`config.mk`:
```
export PLATFORM = sky130hd
export DESIGN_NAME = receive_buffer_credit_tracker_unit_flat
export DESIGN_NICKNAME = d
export VERILOG_FILES = /design/src/sv/rbct_pkg.sv /design/src/sv/rbct_in_if.sv /design/src/sv/rbct_out_if.sv /design/src/sv/rbct_store.sv /design/src/sv/rbct_alu.sv /design/src/sv/rbct_ctrl.sv /design/src/sv/receive_buffer_credit_tracker_unit.sv /design/src/flat_wrapper.sv
export SDC_FILE = /design/constraint.sdc
export NUM_CORES = 2
export LEC_CHECK = 0
export ABC_AREA = 1
export BUFFER_PORTS_ARGS = -buffer_cell sky130_fd_sc_hd__buf_2
export CAP_MARGIN = 20
export CORE_UTILIZATION = 50
export CTS_CLUSTER_SIZE = 8
export DETAILED_ROUTE_END_ITERATION = 10
export PLACE_DENSITY_LB_ADDON = 0.3
export SLEW_MARGIN = 15
export SYNTH_ARGS = -nofsm -noshare
export SYNTH_HDL_FRONTEND = slang
export SYNTH_SLANG_ARGS = --single-unit
```
`constraint.sdc`:
```
create_clock -name clk -period 7.8 [get_ports clk]
set_input_delay 1.56 -clock clk [delete_from_list [all_inputs] [get_ports clk]]
set_output_delay 1.56 -clock clk [all_outputs]
set_load 0.005 [all_outputs]
```
`src/sv/rbct_pkg.sv`:
```
package rbct_pkg;

  localparam int N_SOURCES_DEF = 16;
  localparam int LOG_RING_DEF  = 2;

  localparam int IDX_W      = 6;
  localparam int SIG_W      = 33;
  localparam int CNT_W      = 32;
  localparam int CFG_IDX_W  = 1;
  localparam int CFG_DATA_W = 16;

  typedef enum logic [1:0] {
    MODE_ARRIVE  = 2'd0,
    MODE_BORROW  = 2'd1,
    MODE_RETURN  = 2'd2,
    MODE_RESTART = 2'd3
  } mode_t;

  localparam logic [CFG_IDX_W-1:0] REG_OWN_RANK    = 1'd0;
  localparam logic [CFG_IDX_W-1:0] REG_ABSENT_MASK = 1'd1;

  typedef struct packed {
    logic [IDX_W-1:0] src_raddr;
    logic [IDX_W-1:0] src_waddr;
    logic             arr_we;
    logic [SIG_W-1:0] arr_wdata;
    logic             disp_we;
    logic [CNT_W-1:0] disp_wdata;
    logic [IDX_W-1:0] list_raddr;
    logic [IDX_W-1:0] list_waddr;
    logic             list_we;
    logic             list_wrel;
    logic [IDX_W-1:0] list_wsrc;
  } store_cmd_t;

  typedef struct packed {
    logic [SIG_W-1:0] arr;
    logic [CNT_W-1:0] disp;
    logic             list_rel;
    logic [IDX_W-1:0] list_src;
  } store_rd_t;

  typedef struct packed {
    logic             more;
    logic [CNT_W-1:0] disp_inc;
    logic [1:0]       level;
    logic [5:0]       ack_slot;
    logic [SIG_W-1:0] ack_value;
  } alu_res_t;

  typedef struct packed {
    logic             got_buffer;
    logic [3:0]       buffer_source;
    logic [1:0]       buffer_level;
    logic             all_drained;
    logic             ack_valid;
    logic [3:0]       ack_source;
    logic [5:0]       ack_slot;
    logic [SIG_W-1:0] ack_value;
  } result_t;

endpackage

```
`src/sv/rbct_in_if.sv`:
```
interface rbct_in_if;
  logic        valid;
  logic        ready;
  logic [1:0]  mode;
  logic [3:0]  source;
  logic [32:0] signal_value;
  logic        buffer_done;

  modport src (output valid, mode, source, signal_value, buffer_done, input ready);
  modport snk (input valid, mode, source, signal_value, buffer_done, output ready);
endinterface

```
`src/sv/rbct_out_if.sv`:
```
interface rbct_out_if;
  logic        valid;
  logic        ready;
  logic        got_buffer;
  logic [3:0]  buffer_source;
  logic [1:0]  buffer_level;
  logic        all_drained;
  logic        ack_valid;
  logic [3:0]  ack_source;
  logic [5:0]  ack_slot;
  logic [32:0] ack_value;

  modport src (output valid, got_buffer, buffer_source, buffer_level, all_drained,
               ack_valid, ack_source, ack_slot, ack_value, input ready);
  modport snk (input valid, got_buffer, buffer_source, buffer_level, all_drained,
               ack_valid, ack_source, ack_slot, ack_value, output ready);
endinterface

```
`src/sv/rbct_store.sv`:
```
module rbct_store import rbct_pkg::*; #(
  parameter int N_SOURCES = N_SOURCES_DEF
) (
  input  logic       clk,
  input  store_cmd_t cmd,
  output store_rd_t  rd
);
  localparam int SW = (N_SOURCES > 1) ? $clog2(N_SOURCES) : 1;

  logic [SIG_W-1:0] arr_mem  [N_SOURCES];
  logic [CNT_W-1:0] disp_mem [N_SOURCES];
  logic [SW:0]      list_mem [N_SOURCES];

  logic [SIG_W-1:0] arr_rd_r;
  logic [CNT_W-1:0] disp_rd_r;
  logic [SW:0]      list_rd_r;

  always_ff @(posedge clk) begin
    if (cmd.arr_we) begin
      arr_mem[cmd.src_waddr[SW-1:0]] <= cmd.arr_wdata;
    end
    if (cmd.disp_we) begin
      disp_mem[cmd.src_waddr[SW-1:0]] <= cmd.disp_wdata;
    end
    if (cmd.list_we) begin
      list_mem[cmd.list_waddr[SW-1:0]] <= {cmd.list_wrel, cmd.list_wsrc[SW-1:0]};
    end
    arr_rd_r  <= arr_mem[cmd.src_raddr[SW-1:0]];
    disp_rd_r <= disp_mem[cmd.src_raddr[SW-1:0]];
    list_rd_r <= list_mem[cmd.list_raddr[SW-1:0]];
  end

  assign rd = '{arr:      arr_rd_r,
                disp:     disp_rd_r,
                list_rel: list_rd_r[SW],
                list_src: IDX_W'(list_rd_r[SW-1:0])};
endmodule

```
`src/sv/rbct_alu.sv`:
```
module rbct_alu import rbct_pkg::*; #(
  parameter int LOG_RING = LOG_RING_DEF
) (
  input  logic [SIG_W-1:0] arr,
  input  logic [CNT_W-1:0] disp,
  input  logic [3:0]       own_rank,
  output alu_res_t         res
);
  localparam logic [CNT_W-1:0] RING_MASK = CNT_W'((64'd1 << LOG_RING) - 64'd1);

  logic [CNT_W-1:0] lvl;
  logic [10:0]      slot;

  assign lvl  = disp & RING_MASK;
  assign slot = (11'(own_rank) << LOG_RING) + 11'(lvl);

  always_comb begin
    res.more      = arr[SIG_W-1:1] > disp;
    res.disp_inc  = disp + CNT_W'(1);
    res.level     = 2'(lvl);
    res.ack_slot  = 6'(slot);
    res.ack_value = SIG_W'(disp >> LOG_RING) + SIG_W'(1);
  end
endmodule

```
`src/sv/rbct_ctrl.sv`:
```
module rbct_ctrl import rbct_pkg::*; #(
  parameter int N_SOURCES = N_SOURCES_DEF
) (
  input  logic        clk,
  input  logic        rst_n,
  rbct_in_if.snk      in_ch,
  rbct_out_if.src     out_ch,
  input  logic [15:0] absent_mask,
  output store_cmd_t  cmd,
  input  store_rd_t   rd,
  input  alu_res_t    alu
);
  localparam int SW = (N_SOURCES > 1) ? $clog2(N_SOURCES) : 1;
  localparam int CW = $clog2(N_SOURCES + 1);
  localparam logic [CW-1:0] N_CNT    = CW'(N_SOURCES);
  localparam logic [CW-1:0] LAST_IDX = CW'(N_SOURCES - 1);

  typedef enum logic [3:0] {
    S_CLEAR,
    S_IDLE,
    S_SCAN_LIST,
    S_SCAN_SRC,
    S_SCAN_END,
    S_BORROW_RD,
    S_BORROW_SRC,
    S_BORROW_LVL,
    S_RET_RD,
    S_RET_WR,
    S_OUT
  } state_t;

  state_t                state_r, state_nxt;
  logic [CW-1:0]         iss_r, iss_nxt;
  logic                  p_v_r, p_v_nxt;
  logic [SW-1:0]         p_idx_r, p_idx_nxt;
  logic [CW-1:0]         k_r, k_nxt;
  logic [CW-1:0]         fin_r, fin_nxt;
  logic [N_SOURCES-1:0]  held_r, held_nxt;
  logic [CW-1:0]         len_r, len_nxt;
  logic [CW-1:0]         cur_r, cur_nxt;
  logic [SW-1:0]         taken_r, taken_nxt;
  logic                  drained_r, drained_nxt;
  logic [SW-1:0]         slot_r, slot_nxt;
  logic                  done_r, done_nxt;
  logic                  clr_res_r, clr_res_nxt;
  result_t               res_r, res_nxt;
  logic                  out_valid_r, out_valid_nxt;
  result_t               out_res_r, out_res_nxt;

  logic                  in_ready;
  logic [6:0]            clr_idx;
  logic                  mask_bit;
  logic [SW-1:0]         rd_src;

  assign clr_idx  = 7'(iss_r);
  assign mask_bit = (clr_idx < 7'd16) && absent_mask[clr_idx[3:0]];
  assign rd_src   = rd.list_src[SW-1:0];

  always_comb begin
    state_nxt     = state_r;
    iss_nxt       = iss_r;
    p_v_nxt       = 1'b0;
    p_idx_nxt     = p_idx_r;
    k_nxt         = k_r;
    fin_nxt       = fin_r;
    held_nxt      = held_r;
    len_nxt       = len_r;
    cur_nxt       = cur_r;
    taken_nxt     = taken_r;
    drained_nxt   = drained_r;
    slot_nxt      = slot_r;
    done_nxt      = done_r;
    clr_res_nxt   = clr_res_r;
    res_nxt       = res_r;
    out_valid_nxt = out_valid_r && !out_ch.ready;
    out_res_nxt   = out_res_r;
    cmd           = '0;
    in_ready      = 1'b0;

    unique case (state_r)
      S_CLEAR: begin
        cmd.arr_we    = 1'b1;
        cmd.disp_we   = 1'b1;
        cmd.src_waddr = IDX_W'(iss_r);
        cmd.arr_wdata = SIG_W'(clr_res_r && mask_bit);
        iss_nxt       = iss_r + CW'(1);
        if (iss_r == LAST_IDX) begin
          iss_nxt   = '0;
          state_nxt = clr_res_r ? S_OUT : S_IDLE;
        end
      end

      S_IDLE: begin
        in_ready = 1'b1;
        if (in_ch.valid) begin
          res_nxt  = '0;
          done_nxt = in_ch.buffer_done;
          unique case (mode_t'(in_ch.mode))
            MODE_ARRIVE: begin
              if (7'(in_ch.source) < 7'(N_SOURCES)) begin
                cmd.arr_we    = 1'b1;
                cmd.src_waddr = IDX_W'(in_ch.source);
                cmd.arr_wdata = in_ch.signal_value;
              end
              state_nxt = S_OUT;
            end
            MODE_BORROW: begin
              if (cur_r == len_r) begin
                iss_nxt   = '0;
                k_nxt     = '0;
                fin_nxt   = '0;
                held_nxt  = '0;
                state_nxt = S_SCAN_LIST;
              end else begin
                state_nxt = S_BORROW_RD;
              end
            end
            MODE_RETURN: begin
              state_nxt = (cur_r < len_r) ? S_RET_RD : S_OUT;
            end
            MODE_RESTART: begin
              len_nxt     = '0;
              cur_nxt     = '0;
              taken_nxt   = '0;
              iss_nxt     = '0;
              clr_res_nxt = 1'b1;
              state_nxt   = S_CLEAR;
            end
          endcase
        end
      end

      S_SCAN_LIST: begin
        cmd.list_raddr = IDX_W'(iss_r);
        if (iss_r < len_r) begin
          p_v_nxt = 1'b1;
          iss_nxt = iss_r + CW'(1);
        end else begin
          iss_nxt   = '0;
          state_nxt = S_SCAN_SRC;
        end
        if (p_v_r && !rd.list_rel && !held_r[rd_src]) begin
          held_nxt[rd_src] = 1'b1;
          cmd.list_we      = 1'b1;
          cmd.list_waddr   = IDX_W'(k_r);
          cmd.list_wsrc    = rd.list_src;
          k_nxt            = k_r + CW'(1);
        end
      end

      S_SCAN_SRC: begin
        cmd.src_raddr = IDX_W'(iss_r);
        if (iss_r < N_CNT) begin
          p_v_nxt   = 1'b1;
          p_idx_nxt = SW'(iss_r);
          iss_nxt   = iss_r + CW'(1);
        end else begin
          state_nxt = S_SCAN_END;
        end
        if (p_v_r && !held_r[p_idx_r]) begin
          if (alu.more) begin
            if (k_r < N_CNT) begin
              cmd.list_we    = 1'b1;
              cmd.list_waddr = IDX_W'(k_r);
              cmd.list_wsrc  = IDX_W'(p_idx_r);
              k_nxt          = k_r + CW'(1);
            end
          end else begin
            fin_nxt = fin_r + CW'(rd.arr[0]);
          end
        end
      end

      S_SCAN_END: begin
        drained_nxt = (fin_r == N_CNT);
        len_nxt     = k_r;
        cur_nxt     = '0;
        state_nxt   = S_BORROW_RD;
      end

      S_BORROW_RD: begin
        if (cur_r < len_r) begin
          cmd.list_raddr = IDX_W'(cur_r);
          state_nxt      = S_BORROW_SRC;
        end else begin
          res_nxt.all_drained = drained_r;
          state_nxt           = S_OUT;
        end
      end

      S_BORROW_SRC: begin
        taken_nxt     = rd_src;
        cmd.src_raddr = rd.list_src;
        state_nxt     = S_BORROW_LVL;
      end

      S_BORROW_LVL: begin
        res_nxt.got_buffer    = 1'b1;
        res_nxt.buffer_source = 4'(taken_r);
        res_nxt.buffer_level  = alu.level;
        res_nxt.all_drained   = drained_r;
        state_nxt             = S_OUT;
      end

      S_RET_RD: begin
        cur_nxt  = cur_r + CW'(1);
        slot_nxt = SW'(cur_r);
        if (done_r) begin
          cmd.src_raddr = IDX_W'(taken_r);
          state_nxt     = S_RET_WR;
        end else begin
          state_nxt = S_OUT;
        end
      end

      S_RET_WR: begin
        cmd.disp_we        = 1'b1;
        cmd.src_waddr      = IDX_W'(taken_r);
        cmd.disp_wdata     = alu.disp_inc;
        cmd.list_we        = 1'b1;
        cmd.list_waddr     = IDX_W'(slot_r);
        cmd.list_wrel      = 1'b1;
        cmd.list_wsrc      = IDX_W'(taken_r);
        res_nxt.ack_valid  = 1'b1;
        res_nxt.ack_source = 4'(taken_r);
        res_nxt.ack_slot   = alu.ack_slot;
        res_nxt.ack_value  = alu.ack_value;
        state_nxt          = S_OUT;
      end

      S_OUT: begin
        if (!out_valid_r || out_ch.ready) begin
          out_valid_nxt = 1'b1;
          out_res_nxt   = res_r;
          state_nxt     = S_IDLE;
        end
      end

      default: state_nxt = S_IDLE;
    endcase
  end

  always_ff @(posedge clk) begin
    p_idx_r   <= p_idx_nxt;
    k_r       <= k_nxt;
    fin_r     <= fin_nxt;
    slot_r    <= slot_nxt;
    done_r    <= done_nxt;
    res_r     <= res_nxt;
    out_res_r <= out_res_nxt;
    if (!rst_n) begin
      state_r     <= S_CLEAR;
      iss_r       <= '0;
      p_v_r       <= 1'b0;
      held_r      <= '0;
      len_r       <= '0;
      cur_r       <= '0;
      taken_r     <= '0;
      drained_r   <= 1'b0;
      clr_res_r   <= 1'b0;
      out_valid_r <= 1'b0;
    end else begin
      state_r     <= state_nxt;
      iss_r       <= iss_nxt;
      p_v_r       <= p_v_nxt;
      held_r      <= held_nxt;
      len_r       <= len_nxt;
      cur_r       <= cur_nxt;
      taken_r     <= taken_nxt;
      drained_r   <= drained_nxt;
      clr_res_r   <= clr_res_nxt;
      out_valid_r <= out_valid_nxt;
    end
  end

  assign in_ch.ready          = in_ready;
  assign out_ch.valid         = out_valid_r;
  assign out_ch.got_buffer    = out_res_r.got_buffer;
  assign out_ch.buffer_source = out_res_r.buffer_source;
  assign out_ch.buffer_level  = out_res_r.buffer_level;
  assign out_ch.all_drained   = out_res_r.all_drained;
  assign out_ch.ack_valid     = out_res_r.ack_valid;
  assign out_ch.ack_source    = out_res_r.ack_source;
  assign out_ch.ack_slot      = out_res_r.ack_slot;
  assign out_ch.ack_value     = out_res_r.ack_value;

  a_cursor_in_list: assert property (@(posedge clk) disable iff (!rst_n)
    cur_r <= len_r)
    else $error("cursor beyond pending list");

  a_list_fits: assert property (@(posedge clk) disable iff (!rst_n)
    len_r <= N_CNT)
    else $error("pending list longer than source count");

  a_compact_behind: assert property (@(posedge clk) disable iff (!rst_n)
    state_r == S_SCAN_LIST |-> k_r <= iss_r)
    else $error("compaction overtook list read");

  a_drained_hold: assert property (@(posedge clk) disable iff (!rst_n)
    state_r != S_SCAN_END |=> $stable(drained_r))
    else $error("drained flag moved outside a rescan");
endmodule

```
`src/sv/receive_buffer_credit_tracker_unit.sv`:
```
// Channel  Dir  Handshake      Payload
// in_ch    in   valid/ready    mode, source, signal_value, buffer_done
// out_ch   out  valid/ready    got_buffer, buffer_source, buffer_level, all_drained,
//                              ack_valid, ack_source, ack_slot, ack_value
// cfg_*    in   cfg_we         cfg_index, cfg_wdata
//
// A borrow from a held list reads the list entry, then its source, then the level.
// A borrow that rescans first reads the pending list, one list entry a cycle,
// then one source a cycle through the single read port of the per-source memories.
// Restart sweeps the memories; after rst_n a similar clearing pass zeroes them
// before in_ch.ready rises.
// A result waits in the output register; out_ch.ready low stalls the next item at its end.
module receive_buffer_credit_tracker_unit import rbct_pkg::*; #(
  parameter int N_SOURCES = N_SOURCES_DEF,
  parameter int LOG_RING  = LOG_RING_DEF
) (
  input  logic                  clk,
  input  logic                  rst_n,
  rbct_in_if.snk                in_ch,
  rbct_out_if.src               out_ch,
  input  logic                  cfg_we,
  input  logic [CFG_IDX_W-1:0]  cfg_index,
  input  logic [CFG_DATA_W-1:0] cfg_wdata
);
  logic [3:0]  own_rank_r;
  logic [15:0] absent_mask_r;

  store_cmd_t  cmd;
  store_rd_t   rd;
  alu_res_t    alu;

  always_ff @(posedge clk) begin
    if (!rst_n) begin
      own_rank_r    <= '0;
      absent_mask_r <= '0;
    end else if (cfg_we) begin
      if (cfg_index == REG_OWN_RANK) begin
        own_rank_r <= cfg_wdata[3:0];
      end else if (cfg_index == REG_ABSENT_MASK) begin
        absent_mask_r <= cfg_wdata[15:0];
      end
    end
  end

  rbct_store #(.N_SOURCES(N_SOURCES)) u_store (
    .clk (clk),
    .cmd (cmd),
    .rd  (rd)
  );

  rbct_alu #(.LOG_RING(LOG_RING)) u_alu (
    .arr      (rd.arr),
    .disp     (rd.disp),
    .own_rank (own_rank_r),
    .res      (alu)
  );

  rbct_ctrl #(.N_SOURCES(N_SOURCES)) u_ctrl (
    .clk         (clk),
    .rst_n       (rst_n),
    .in_ch       (in_ch),
    .out_ch      (out_ch),
    .absent_mask (absent_mask_r),
    .cmd         (cmd),
    .rd          (rd),
    .alu         (alu)
  );
endmodule

```
`src/flat_wrapper.sv`:
```
// flat-port wrapper written by rule: the top's interface ports become plain ports
module receive_buffer_credit_tracker_unit_flat import rbct_pkg::*;
#(
  parameter int N_SOURCES = N_SOURCES_DEF,
  parameter int LOG_RING  = LOG_RING_DEF
)
  (clk, rst_n, cfg_we, cfg_index, cfg_wdata, in_ch_valid, in_ch_mode, in_ch_source, in_ch_signal_value, in_ch_buffer_done, in_ch_ready, out_ch_valid, out_ch_got_buffer, out_ch_buffer_source, out_ch_buffer_level, out_ch_all_drained, out_ch_ack_valid, out_ch_ack_source, out_ch_ack_slot, out_ch_ack_value, out_ch_ready);
  rbct_in_if in_ch_i ();
  rbct_out_if out_ch_i ();
  input  logic clk;
  input  logic rst_n;
  input  logic cfg_we;
  input  logic [CFG_IDX_W-1:0] cfg_index;
  input  logic [CFG_DATA_W-1:0] cfg_wdata;
  input wire logic [$bits(in_ch_i.valid)-1:0] in_ch_valid;
  input wire logic [$bits(in_ch_i.mode)-1:0] in_ch_mode;
  input wire logic [$bits(in_ch_i.source)-1:0] in_ch_source;
  input wire logic [$bits(in_ch_i.signal_value)-1:0] in_ch_signal_value;
  input wire logic [$bits(in_ch_i.buffer_done)-1:0] in_ch_buffer_done;
  output wire logic [$bits(in_ch_i.ready)-1:0] in_ch_ready;
  output wire logic [$bits(out_ch_i.valid)-1:0] out_ch_valid;
  output wire logic [$bits(out_ch_i.got_buffer)-1:0] out_ch_got_buffer;
  output wire logic [$bits(out_ch_i.buffer_source)-1:0] out_ch_buffer_source;
  output wire logic [$bits(out_ch_i.buffer_level)-1:0] out_ch_buffer_level;
  output wire logic [$bits(out_ch_i.all_drained)-1:0] out_ch_all_drained;
  output wire logic [$bits(out_ch_i.ack_valid)-1:0] out_ch_ack_valid;
  output wire logic [$bits(out_ch_i.ack_source)-1:0] out_ch_ack_source;
  output wire logic [$bits(out_ch_i.ack_slot)-1:0] out_ch_ack_slot;
  output wire logic [$bits(out_ch_i.ack_value)-1:0] out_ch_ack_value;
  input wire logic [$bits(out_ch_i.ready)-1:0] out_ch_ready;
  assign in_ch_i.valid = in_ch_valid;
  assign in_ch_i.mode = in_ch_mode;
  assign in_ch_i.source = in_ch_source;
  assign in_ch_i.signal_value = in_ch_signal_value;
  assign in_ch_i.buffer_done = in_ch_buffer_done;
  assign in_ch_ready = in_ch_i.ready;
  assign out_ch_valid = out_ch_i.valid;
  assign out_ch_got_buffer = out_ch_i.got_buffer;
  assign out_ch_buffer_source = out_ch_i.buffer_source;
  assign out_ch_buffer_level = out_ch_i.buffer_level;
  assign out_ch_all_drained = out_ch_i.all_drained;
  assign out_ch_ack_valid = out_ch_i.ack_valid;
  assign out_ch_ack_source = out_ch_i.ack_source;
  assign out_ch_ack_slot = out_ch_i.ack_slot;
  assign out_ch_ack_value = out_ch_i.ack_value;
  assign out_ch_i.ready = out_ch_ready;
  receive_buffer_credit_tracker_unit #(.N_SOURCES(N_SOURCES), .LOG_RING(LOG_RING)) u_core (.clk(clk), .rst_n(rst_n), .in_ch(in_ch_i), .out_ch(out_ch_i), .cfg_we(cfg_we), .cfg_index(cfg_index), .cfg_wdata(cfg_wdata));
endmodule
```
Word-level counts from Yosys, hierarchy flattened
Memories as Yosys holds them, arrays and structs flattened. A register that Yosys moved wholly into a read port is not among the register bits.
Index checks and enable logic that the tools add are counted.
{ "op_classes": {"reduce_logical": 44, "add_sub_neg": 7, "order_cmp": 10, "n_bitwise": 2, "mux": 87, "eq_ne": 33} }
{ "op_table": {"columns": ["cell", "count"], "rows": [
  ["2-to-1 mux 5 bit", 19],
  ["one-hot mux 44 bit (2 select lines)", 1],
  ["2-to-1 mux 38 bit", 2],
  ["one-hot mux 34 bit (2 select lines)", 1],
  ["2-to-1 mux 16 bit", 4],
  ["2-to-1 mux 4 bit", 15],
  ["2-to-1 mux 52 bit", 1],
  ["one-hot mux 5 bit (3 select lines)", 3],
  ["one-hot mux 4 bit (10 select lines)", 1],
  ["one-hot mux 4 bit (3 select lines)", 3],
  ["adder 32 x 1 -> 32 bit, second input constant", 1],
  ["greater-than comparator 32 bit", 1],
  ["2-to-1 mux 32 bit", 1],
  ["one-hot mux 16 bit (2 select lines)", 1],
  ["adder 30 x 1 -> 31 bit, second input constant", 1],
  ["one-hot mux 5 bit (2 select lines)", 3],
  ["!= test 2 bit, second input constant", 12],
  ["one-hot mux 5 bit (4 select lines)", 1],
  ["2-to-1 mux 1 bit", 18],
  ["equality test 4 x 3 -> 1 bit, second input constant", 4],
  ["bitwise OR 16 bit", 1],
  ["one-hot mux 4 bit (2 select lines)", 2],
  ["one-hot mux 4 bit (4 select lines)", 1],
  ["adder 5 x 1 -> 5 bit, second input constant", 3],
  ["other kinds (39)", 83]
]} }
{ "totals": {"wordCells": 219, "inputBits": 62, "mem_bits_rw": 1120, "output_inout_bits": 54, "n_memories": 3, "ff_bits": 186} }
{ "mem_list": {"columns": ["name", "depth", "word_bits", "rd", "rd_ports_with_merged_regs", "wr", "line", "text"], "rows": [
  ["u_core.u_store.arr_mem", 16, 33, 1, 1, 1, "rbct_store.sv:10", "logic [SIG_W-1:0] arr_mem [N_SOURCES];"],
  ["u_core.u_store.disp_mem", 16, 32, 1, 1, 1, "rbct_store.sv:11", "logic [CNT_W-1:0] disp_mem [N_SOURCES];"],
  ["u_core.u_store.list_mem", 16, 5, 1, 1, 1, "rbct_store.sv:12", "logic [SW:0] list_mem [N_SOURCES];"]
]} }

Logic depth before layout (Yosys ltp)
{ "depth": {"depth_word": 8, "depth_mapped": 19, "mapped_depth_nobuf": 19} }

Cells and area by module
A second synthesis with hierarchy kept.
{ "hier_totals": {"hier_cells": 6096, "hier_area_um2": 61107.4} }
{ "by_module_without_submodules": {"columns": ["module", "instances", "seq_area_each_um2", "area_each_um2", "cells_per_inst"], "rows": [
  ["rbct_store", 1, 35033.6, 49834.0, 4669],
  ["rbct_ctrl", 1, 4554.4, 8309.2, 976],
  ["rbct_alu", 1, 0.0, 2190.9, 352],
  ["receive_buffer_credit_tracker_unit", 1, 400.4, 773.2, 99]
]} }

Least setup slack after synthesis
OpenSTA, ideal clock, no wires.
{ "synth_path": {"path_kind": "input to register", "start": "input out_ch_ready", "end": "register u_core.u_ctrl.out_res_r (netlist bit u_core.u_ctrl.out_ch.ack_slot[0]) (enable)", "arrival_ps": 4063, "setup_time_ps": 474, "cell_stages": 2, "slack_ps": 3263, "required_ps": 7326, "path_cell_list": "inv_1 -> a21oi_1"} }
{ "synth_between": {"elab_chain_cells": 2} }
{ "synth_lines": {"columns": ["item", "line", "text"], "rows": [
  ["start: declaration", "flat_wrapper.sv:30", "input wire logic [$bits(out_ch_i.ready)-1:0] out_ch_ready;"],
  ["logical OR 1 bit", "rbct_ctrl.sv:232", "if (!out_valid_r || out_ch.ready) begin"],
  ["AND reduction 2 bit (no line)", null, null],
  ["end signal: assignment", "rbct_ctrl.sv:250", "out_res_r <= out_res_nxt;"],
  ["end: declaration", "rbct_ctrl.sv:48", "result_t out_res_r, out_res_nxt;"]
]} }
No other way between the ends.
A chain may end at the register's enable or synchronous reset.

Final worst setup path
{ "layout_path": {"start": "register u_core.u_ctrl.state_r[3]", "end": "register u_core.u_store.disp_rd_r[25] (read register of u_core.u_store.disp_mem)"} }
{ "layout_between": {"elab_chain_cells": 2, "word_cells_on_any_way": 4, "cone_classes": "eq/ne: 3; mux: 1"} }
{ "layout_lines": {"columns": ["item", "line", "text"], "rows": [
  ["start: declaration", "rbct_ctrl.sv:32", "state_t state_r, state_nxt;"],
  ["start signal: assignment", "rbct_ctrl.sv:263", "state_r <= state_nxt;"],
  ["equality test 4 bit (tied with other cells)", "rbct_ctrl.sv:80", "unique case (state_r)"],
  ["one-hot mux 4 bit (3 select lines) *", "rbct_ctrl.sv:80", null],
  ["end: declaration", "rbct_store.sv:15", "logic [CNT_W-1:0] disp_rd_r;"]
]} }
Mark *: on every way between the ends. The rest lies on a longest branch, timed or not.

==> out/metrics.yaml <==
synthesis:
  synth_seq_area_share: 0.708
  synth_area_um2: 56300
  yosysWarnings: 0
  synthFlopType: "edfxtp_1"
  synthTopCellsByArea: "edfxtp_1 (66%), nor2_1 (5.4%), dfxtp_1 (4.7%)"
  synth_top_area_cell: "edfxtp_1"
  avgSynthCellArea_um2: 12.0
  synth_seq_cells: 1372
  netlist.area_leader.share: 0.660
  synth-async-reset-ratio: 0
  synth_edf_count: 1239
  post_synth_num_cell_types: 54
  syn_inst: 4693
placed_design:
  hpwlAfterDp_um: 82000
  place_ws_ns: 3.55
  io_buffer_count: 113
  dp_cells: 6121
  place.gp.congestion: 0.972
power:
  switching_share: 0.278
  p_comb_frac: 0.143
  p_sw_mw: 5.42
  finalPower_mw: 19.5
  peakVddDrop_mv: 0.205
  powerDensity_nw_per_um2: 303
  p_int_mw: 14.1
  pwr-share-clk: 0.385
  leakage_nw: 22.2
  p_seq_frac: 0.471
final_layout:
  nFillCells: 8829
  multiInputGateArea_um2: 14600
  final_cells: 6459
  final_common_cell: "edfxtp_1"
  final_cell_mix: "edfxtp_1 (1239), nor2_1 (773), nand3_1 (470)"
  drive_gt1_frac: 0.0994
  layout.nets: 4943
  syn2layout_area_growth_pct: 14.0
  regArea_um2: 39900
  n_antenna_cell: 0
cts:
  clk_path_buf_depth: 3
  clk_pin_slew_ns: 0.05
  cts_tree: "done"
  cts_setup_buffers: 0
  clock_sinks: 1372
  cts-root-buf: "clkbuf_16"
  cts_buffers: 189
  clk_latency_ns: 0.79
  cts-htree-levels: 4
  cts.repair.resized: 0
  holdBufCountCts: 0
worst_setup_path:
  startpoint_type: "flop"
  reg2reg_from: "u_core.u_ctrl.state_r[3]"
  crit_arrival_ns: 4.62
  cp_max_fo: 184
  end_kind: "flop"
  critPathKind: "flop to flop"
  crit_required_ns: 8.48
  max_stage_delay_ns: 0.65
  reg2reg_setup_slack_ns: 3.87
  r2r-end: "u_core.u_store.disp_rd_r[25]"
  path_cells: "inv_2 > nand2_2 > nor2_4 > inv_1 > o221ai_1 > inv_8 > buf_12 > o211ai_1 > nand3_1 > nand3_1 > nand2_1"
  crit_buf_inv: 4
  worst-path-stages: 11
  rr_worst_depth: 11
  crit_family: "buffers and inverters"
  crit_slowest_cell: "inv_8"
  cp_common_cell: "nand3_1"
sta:
  hold_viol: 0
  slew_violations: 0
  fmax_mhz: 254
  tns_ns: 0
  worst_slack_ns: 3.87
  rsz0062_at_grt: "false"
  final-setup-viol-count: 0
  whs_ns: 0.395
  period_share: 0.504
  worst_pin_slew_ns: 1.14
  post-route-min-period_ns: 3.93
  skew_ns: 0.0374
  slew_headroom: 0.236
global_routing:
  grt_max_degree: 203
  grt_pass1_wl_um: 214000
  antenna_found_initial: 5
  grt_pass1_vias: 34914
  groute.usage.overall: 0.249
  overflow: 0
floorplan:
  coreArea_um2: 111000
  die_x_um: 338
  dieArea_um2: 114000
  num_rows: 122
  initial_utilization: 0.507
  ioPinCount: 116
  die_height_um: 338
status:
  outcome: "completed"
route:
  final_antenna_net_count: 0
  via_per_inst: 5.67
  drc: 0
  drtPass1Iterations: 8
  detail_route.iter0.violations: 3869
  vias: 36633
  wire_per_inst_um: 22.0
  routed_wl_um: 142000
flow_run:
  maxCapViolCount: 0
worst_hold_path:
  hp-start: "u_core.u_ctrl.res_r[13]"
  hold_path.class: "flop to flop"
  hold_depth: 0
  holdPathEnd: "u_core.u_ctrl.out_ch.ack_value[13]"
==> synthesized netlist by cell type (9+ instances only) <==
master       n
a21oi_1    132
buf_1       42
buf_2       70
buf_6       16
clkbuf_1   123
dfxtp_1    133
edfxtp_1  1239
ha_1        50
inv_1      265
nand2_1    294
nand3_1    470
nand4_1      9
nor2_1     809
nor3_1      37
nor4_1      11
o211ai_1   284
o21a_1       9
o21ai_0    359
or2_0      219
or2_1       21
or2_2       20
==> power groups by stage <==
| stage | clock (mW) | sequential [mW] | combinational, mW |
|---|---|---|---|
| 2_1_floorplan | 0 | 9.08 | 1.72 |
| 3_3_place_gp | 0 | 9.29 | 2.70 |
| 3_5_place_dp | 0 | 9.31 | 2.75 |
| 4_1_cts | 7.62 | 9.17 | 2.77 |
| 5_1_grt | 7.94 | 9.21 | 3.06 |
| 6_report | 7.51 | 9.18 | 2.79 |
==> logic make-up after synthesis <==
kind of cell / Yosys count / synth area share
fa+ha+maj: 50 / 0.0111
buf+inv: 528 / 0.0391
simple gates: 1910 / 0.152
xor+xnor: 10 / 0.00155
other cells: 1 / 0.0000666
compound gates: 822 / 0.0882
flops: 1372 / 0.708
==> worst max-delay path by stage <==
stage / start / end / slack, ns
finish: u_core.u_ctrl.state_r[3] / u_core.u_store.disp_rd_r[25] / 3.87
global route: u_core.u_ctrl.state_r[3] / u_core.u_store.arr_rd_r[29] / 3.54
CTS: u_core.u_ctrl.state_r[1] / u_core.u_store.disp_mem[14][18] / 3.92
detailed placement: in_ch_valid / u_core.u_store.arr_mem[13][22] / 3.55
global placement: in_ch_valid / u_core.u_store.arr_mem[14][4] / 3.52
floorplan: out_ch_ready / u_core.u_ctrl.out_ch.ack_slot[0] / 3.26
==> final cells by class <==
cell class / instances / area share
well taps: 1488 / 0.0290
repair buffers: 201 / 0.0206
multi-input cells: 2794 / 0.228
clock inverters: 14 / 0.00411
inverters: 273 / 0.0163
flip-flops and latches: 1372 / 0.621
clock buffers: 317 / 0.0814
==> metal layers <==
layer / global-route usage / part of all wire / routed length [um]
met1: 0.349 / 0.43 / 60600
met2: 0.395 / 0.47 / 67200
met4: 0.0749 / 0.023 / 3300
met5: 0 / 0.00026 / 37
met3: 0.0476 / 0.078 / 11200
==> registers in the layout (all words and copies together) (netlist names), 5 cells and up <==
signal	cells
u_core.u_store.arr_mem	528
u_core.u_store.disp_mem	512
u_core.u_store.list_mem	80
u_core.u_ctrl.res_r	50
u_core.u_store.arr_rd_r	33
u_core.u_store.disp_rd_r	32
u_core.u_ctrl.out_ch.ack_value	31
u_core.absent_mask_r	16
u_core.u_ctrl.held_r	16
u_core.u_ctrl.out_ch.ack_slot	6
u_core.u_ctrl.cur_r	5
u_core.u_ctrl.fin_r	5
u_core.u_ctrl.iss_r	5
u_core.u_ctrl.k_r	5
u_core.u_ctrl.len_r	5
u_core.u_store.list_rd_r	5
==> through the flow <==
stage | instance area (um2) | util
floorplan | 56300 | -
global placement | 58600 | 0.527
detailed placement | 58700 | 0.528
CTS | 64200 | 0.577
global route | 64200 | 0.578
finish | 64200 | 0.578
No activity file was read; power rests on OpenSTA's default activity.
